$ cat src/cmc_pkg.sv
// Shared types, constants and fixed-point helpers of the cascaded motor controller.
`default_nettype none
package cmc_pkg;
	localparam int DW = 32;
	localparam int FB = 16;
	localparam int GW = DW - 1;
	localparam int CFG_IDX_W = 3;
	localparam int CFG_DATA_W = 32;
	localparam int MODE_W = 3;

	localparam logic [MODE_W-1:0] MODE_CURRENT       = 3'd0;
	localparam logic [MODE_W-1:0] MODE_CURRENT_RAMP  = 3'd1;
	localparam logic [MODE_W-1:0] MODE_VELOCITY      = 3'd2;
	localparam logic [MODE_W-1:0] MODE_VELOCITY_RAMP = 3'd3;
	localparam logic [MODE_W-1:0] MODE_POSITION      = 3'd4;

	localparam logic [CFG_IDX_W-1:0] REG_CONTROL_MODE    = 3'd0;
	localparam logic [CFG_IDX_W-1:0] REG_CURRENT_LIMIT   = 3'd1;
	localparam logic [CFG_IDX_W-1:0] REG_VELOCITY_LIMIT  = 3'd2;
	localparam logic [CFG_IDX_W-1:0] REG_POSITION_GAIN   = 3'd3;
	localparam logic [CFG_IDX_W-1:0] REG_VELOCITY_GAIN   = 3'd4;
	localparam logic [CFG_IDX_W-1:0] REG_INTEGRAL_GAIN   = 3'd5;
	localparam logic [CFG_IDX_W-1:0] REG_RAMP_STEP       = 3'd6;
	localparam logic [CFG_IDX_W-1:0] REG_INERTIA         = 3'd7;

	localparam logic ACT_TICK  = 1'b0;
	localparam logic ACT_RESET = 1'b1;

	typedef logic signed [DW-1:0] fx_t;
	typedef logic [GW-1:0] ufx_t;
	typedef logic signed [DW+1:0] fx_wide_t;

	typedef struct packed {
		logic action;
		fx_t  measured_position;
		fx_t  measured_velocity;
		fx_t  target_position;
		fx_t  velocity_goal;
		fx_t  current_goal;
	} cmc_req_t;

	typedef struct packed {
		fx_t  current_command;
		logic limited;
	} cmc_rsp_t;

	typedef struct packed {
		logic start;
		fx_t  a;
		ufx_t b;
	} cmc_mul_req_t;

	typedef struct packed {
		logic done;
		fx_t  p;
	} cmc_mul_rsp_t;

	function automatic fx_wide_t ext_fx(input fx_t v);
		return {{2{v[DW-1]}}, v};
	endfunction

	function automatic fx_t sat_fx(input fx_wide_t v);
		fx_wide_t hi;
		fx_wide_t lo;
		hi = {3'b000, {(DW-1){1'b1}}};
		lo = {3'b111, {(DW-1){1'b0}}};
		if (v > hi) begin
			return hi[DW-1:0];
		end
		if (v < lo) begin
			return lo[DW-1:0];
		end
		return v[DW-1:0];
	endfunction

	function automatic fx_t sat_add(input fx_t a, input fx_t b);
		return sat_fx(ext_fx(a) + ext_fx(b));
	endfunction

	function automatic fx_t sat_sub(input fx_t a, input fx_t b);
		return sat_fx(ext_fx(a) - ext_fx(b));
	endfunction

	function automatic fx_t clamp_sym(input fx_t v, input ufx_t lim);
		fx_t p;
		fx_t n;
		p = $signed({1'b0, lim});
		n = -p;
		if (v > p) begin
			return p;
		end
		if (v < n) begin
			return n;
		end
		return v;
	endfunction
endpackage
`default_nettype wire

$ cat src/cmc_mul.sv
// Three-stage signed-by-unsigned fixed-point multiplier with rounding and saturation.
`default_nettype none
module cmc_mul import cmc_pkg::*; (
	input  logic         clk,
	input  logic         arst_n,
	input  cmc_mul_req_t mul_req,
	output cmc_mul_rsp_t mul_rsp
);
	localparam int PW = DW + GW;
	localparam int RW = PW + 1 - FB;
	localparam logic [PW:0] RND = (PW + 1)'(1) << (FB - 1);
	localparam logic [RW-1:0] POS_LIM = (RW'(1) << (DW - 1)) - RW'(1);
	localparam logic [RW-1:0] NEG_LIM = RW'(1) << (DW - 1);

	logic            v_s1, v_s2, v_s3;
	logic            neg_s1, neg_s2;
	logic [DW-1:0]   mag_s1;
	ufx_t            gain_s1;
	logic [PW-1:0]   prod_s2;
	fx_t             p_s3;
	logic [PW:0]     rnd;
	logic [RW-1:0]   rmag;
	logic [RW-1:0]   rlim;
	logic [DW-1:0]   rcut;

	always_comb begin
		rnd  = {1'b0, prod_s2} + RND;
		rmag = rnd[PW:FB];
		rlim = neg_s2 ? NEG_LIM : POS_LIM;
		rcut = (rmag > rlim) ? rlim[DW-1:0] : rmag[DW-1:0];
	end

	always_ff @(posedge clk or negedge arst_n) begin
		if (!arst_n) begin
			v_s1 <= 1'b0;
			v_s2 <= 1'b0;
			v_s3 <= 1'b0;
		end else begin
			v_s1 <= mul_req.start;
			v_s2 <= v_s1;
			v_s3 <= v_s2;
		end
	end

	always_ff @(posedge clk) begin
		neg_s1  <= mul_req.a[DW-1];
		mag_s1  <= mul_req.a[DW-1] ? (~unsigned'(mul_req.a) + 1'b1) : unsigned'(mul_req.a);
		gain_s1 <= mul_req.b;
		neg_s2  <= neg_s1;
		prod_s2 <= PW'(mag_s1) * PW'(gain_s1);
		p_s3    <= neg_s2 ? $signed(-rcut) : $signed(rcut);
	end

	assign mul_rsp.done = v_s3;
	assign mul_rsp.p    = p_s3;
endmodule
`default_nettype wire

$ cat config.mk
export PLATFORM = sky130hd
export DESIGN_NAME = cmc_mul
export DESIGN_NICKNAME = d
export VERILOG_FILES = /design/src/cmc_pkg.sv /design/src/cmc_mul.sv
export SDC_FILE = /design/constraint.sdc
export NUM_CORES = 2
export LEC_CHECK = 0
export BUFFER_PORTS_ARGS = -buffer_cell sky130_fd_sc_hd__clkbuf_2
export CAP_MARGIN = 20
export CORE_ASPECT_RATIO = 1.1
export CORE_MARGIN = 2
export CORE_UTILIZATION = 65
export CTS_BUF_LIST = sky130_fd_sc_hd__clkbuf_2 sky130_fd_sc_hd__clkbuf_4 sky130_fd_sc_hd__clkbuf_8
export DETAILED_ROUTE_END_ITERATION = 10
export PLACE_DENSITY_LB_ADDON = 0.12
export SLEW_MARGIN = 30
export SYNTH_ARGS = -nofsm -noshare
export SYNTH_HDL_FRONTEND = slang
export SYNTH_SLANG_ARGS = --single-unit
export TNS_END_PERCENT = 1
$ cat constraint.sdc
create_clock -name clk -period 23.3 [get_ports clk]
set_input_delay 0 -clock clk [delete_from_list [all_inputs] [get_ports clk]]
set_output_delay 0 -clock clk [all_outputs]
set_load 0.03 [all_outputs]
After elaboration in Yosys (flattened, before gate mapping)
Index checks and enable logic that the tools add are counted.
{"block": "totals", "reg_bits": 163, "elab_cells": 20, "in_bits": 66, "out_inout_bits": 33}
{"block": "op_classes", "bitwise": 1, "multipliers": 1, "n_addsub": 3, "order_cmp": 1, "n_mux": 4}
{"operator": "$mux W32", "count": 3}
{"operator": "$add A63 B16 Y64 const B", "count": 1}
{"operator": "$mul A32 B31 Y63", "count": 1}
{"operator": "$gt A48 B32 Y1", "count": 1}
{"operator": "$add A32 B1 Y32 const B", "count": 1}
{"operator": "$neg A32 Y32", "count": 1}
{"operator": "$not A32 Y32", "count": 1}
{"operator": "$mux W31", "count": 1}

Longest topological paths before layout
{"block": "logic_depth", "depth_word": 5, "mapped_depth": 29, "mapped_depth_nobuf": 28}

Least setup slack after synthesis
No wires, ideal clock.
{"block": "synth_path", "kind": "register to register", "startpoint": "register gain_s1[5]", "endpoint": "register prod_s2[49]", "required_ns": 23.228, "arrival_ns": 7.369, "synth_period_minus_slack_ns": 7.442, "setup_time_ns": 0.072, "n_path_buf": 1, "stages_incl_launch_ff": 27, "setup_slack_ns": 15.858, "path_cell_list": "dfxtp_1 > clkbuf_1 > and2_1 > fa_1 > fa_1 > fa_1 > inv_1 > fa_1 > inv_1 > fa_1 > inv_1 > fa_1 > inv_1 > fa_1 > inv_1 > fa_1 > inv_1 > ha_1 > and3_1 > a311o_1 > nor3b_1 > nor3_1 > o31ai_1 > a31oi_1 > nand2_1 > a31oi_1 > xnor2_1"}
{"block": "synth_via", "elab_chain_cells": 1}
{"item": "from (decl)", "line_no": "cmc_mul.sv:18", "rtl": "ufx_t gain_s1;"}
{"item": "from (signal assigned)", "line_no": "cmc_mul.sv:48", "rtl": "gain_s1 <= mul_req.b;"}
{"item": "$mul A32 B31 Y63", "line_no": "cmc_mul.sv:50", "rtl": "prod_s2 <= PW'(mag_s1) * PW'(gain_s1);"}
{"item": "to (signal assigned)", "line_no": "cmc_mul.sv:50"}
{"item": "to (decl)", "line_no": "cmc_mul.sv:19", "rtl": "logic [PW-1:0] prod_s2;"}
No other way between the ends.
A chain may end at the register's enable or synchronous reset.

Final worst setup path
{"block": "layout_path", "startpoint": "register gain_s1[5]", "endpoint": "register prod_s2[59]"}
Same word-level chain as after synthesis.

==> impl_metrics.ini <==
[status]
status = finished clean

[sta]
tns_ns = 0
finalSetupViolations = 0
period_share_pct = 35.8
max_freq_mhz = 120
timing.hold.ws_ns = 0.0602
final_hold_viol_count = 0
rsz0062_at_grt = false
fin_crit_ns = 8.35
setup_ws_ns = 14.95
slew_viol_final = 0
slew_headroom_pct = 29.9
fin_skew_ns = 0.0340
max_slew.worst_pin.slew_ns = 1.05

[logic_synthesis]
synth_adder_area_share_pct = 55.0
syn_nets = 5365
synth_edf_count = 0
synth_xor_area_share_pct = 2.82
yosys.area.top_type = fa_1
ys_seq_elements = 148
syn_inst = 4146
synth_top_family_by_area = adder cells
synth_area_um2 = 38100
ys_top_cells_by_area = fa_1 (45%), ha_1 (9.5%), inv_1 (8.9%)
yosys.area_share.simple_pct = 18.0
ys_types = 78
synth_compound_area_share_pct = 4.75
yosys-mux-area-fraction_pct = 0.424
ys.flop_type = dfxtp_1
async_flop_share_pct = 2.03
yosys_warnings = 0
synth_top_area_share_pct = 45.5
ys_seq_area_share_pct = 7.82
syn-mean-instance-area_um2 = 9.18

[setup_path]
cpPeakStageDelay_ns = 0.71
critPathSlowestCell = dfxtp_2
setup.worst_path.start_class = register
crit_type = reg -> reg
required_ns = 23.76
arrival_ns = 8.81
cp_max_fo = 32
path_common_cell = fa_1
worstSetupEndpointType = register

[cts]
numCtsBuffers = 17
cts_tree = done
path_clk_slew_ns = 0.11
cts_max_level = 4
post_cts_resized = 0
cts_root_buf = clkbuf_8
clk_latency_ns = 0.60
clockBufferDepth = 2
clock-sinks = 148

[route]
wl_met2_um = 52300
routed_wl_um = 101000
top_layer = met5
vias_per_cell = 5.71
num_vias = 28426
wl_met1_um = 34600
drtIter0Drc = 1792
drc = 0
drtPass1Iterations = 6
ant_nets = 0
wl_met3_um = 5310
wl_per_cell_um = 20.3

[global_routing]
grt_pass1_vias = 30460
grt_use_total_pct = 35.1
grt_overflow_total = 0
grt_start_max_net_pins = 77
grt_first_pass_wirelength_um = 163000
grt_antenna_before_repair = 5

[floorplan]
die_area_um2 = 60500
core_um2 = 58200
start_util_pct = 65.4
io_pins = 99
die_x_um = 235
rows = 93
die_h_um = 258

[final_layout]
layout_commonest_cell = inv_1
multi_input_area_um2 = 30800
mostFrequentLayoutCells = inv_1 (901), fa_1 (865), nand2_1 (530)
num-fill-cells = 4664
ff_latch_area_um2 = 3000
area_delta_synth_final_pct = 6.32
drive_above_1_share_pct = 5.50
fin_nets = 5422

[placement]
place_congestion = 0.944
pre_cts_slack_ns = 14.67
dpl.hpwl_um = 76800
io_buffers = 98

[flow_run]
drv_cap = 0

[hold_path]
holdCritPathClass = in -> reg
## metrics by stage
stage	instances	util, %	area, um^2
after floorplan	4146	-	38100
after detailed placement	4838	67.1	39000
after CTS	4975	69.5	40500
after global placement	4838	67.1	39000
after global routing	4978	69.6	40500
final	4979	69.6	40500
## synth_stat cells (all sizes together), types with 42 or more instances
library cell	instances
ha	288
xnor2	86
a21o	44
dfxtp	145
nor2	42
inv	901
and2	530
nand2	530
clkbuf	208
a21oi	85
o21ai	49
fa	865
## sequential cells by signal, indices dropped and copies added, names as in the netlist
name and cells:
v_s2 1, gain_s1 31, prod_s2 48, v_s1 1, v_s3 1, neg_s1 1
neg_s2 1, mag_s1 32, p_s3 32
## worst max-delay path, delay by kind of cell, from the launching register on
kind | cells | cell delay, ns
XOR/XNOR | 1 | 0.16
AO/OA/AOI/OAI | 5 | 1.75
buffers and inverters | 6 | 0.32
AND/OR/NAND/NOR | 4 | 0.91
flip-flops | 1 | 0.71
adder cells (fa/ha/maj) | 9 | 4.36
## final cells by class
class / instances / share of cell area, %
Antenna cell: 4 / 0.0247
Multi-Input combinational cell: 2877 / 76.1
Tap cell: 760 / 2.35
Sequential cell: 148 / 7.41
Inverter: 901 / 8.36
Clock inverter: 11 / 0.229
Clock buffer: 20 / 0.665
Timing Repair Buffer: 258 / 4.84
## repair_timing
action	in CTS	in global routing
hold buffers	106	0
buffers inserted	0	0
endpoints found under the hold margin	68	0
## cell families after synthesis
group | after synthesis
AOI/OAI and AO/OA | 278
xor gates and xnor gates | 121
adders and majority gates | 1153
buffers and inverters | 1121
DFF | 148
muxes | 16
and+or+nand+nor | 1309
## path summary, 6_finish.rpt
check                                   start                  end  slack (ns)  depth (start not counted)
min in group asynchronous              arst_n       v_s3$_DFF_PN0_        0.28                          3
max in group asynchronous              arst_n       v_s1$_DFF_PN0_       22.87                          3
max reg2reg                gain_s1[5]$_DFF_P_  prod_s2[59]$_DFF_P_       14.95                         25
min                               mul_req[11]  gain_s1[11]$_DFF_P_        0.06                          2
min reg2reg                    v_s1$_DFF_PN0_       v_s2$_DFF_PN0_        0.34                          0
max                        gain_s1[5]$_DFF_P_  prod_s2[59]$_DFF_P_       14.95                         25
## metal layers
layer | GRT usage (%) | vias up
met4 | 26.7 | 2
met5 | 0 | -
met2 | 61.2 | 1064
met1 | 39.6 | 14518
met3 | 4.43 | 390
li1 | - | 12452
Power is not shown: default switching activity piles up to over one toggle a cycle in this logic, so the estimate is an artifact.
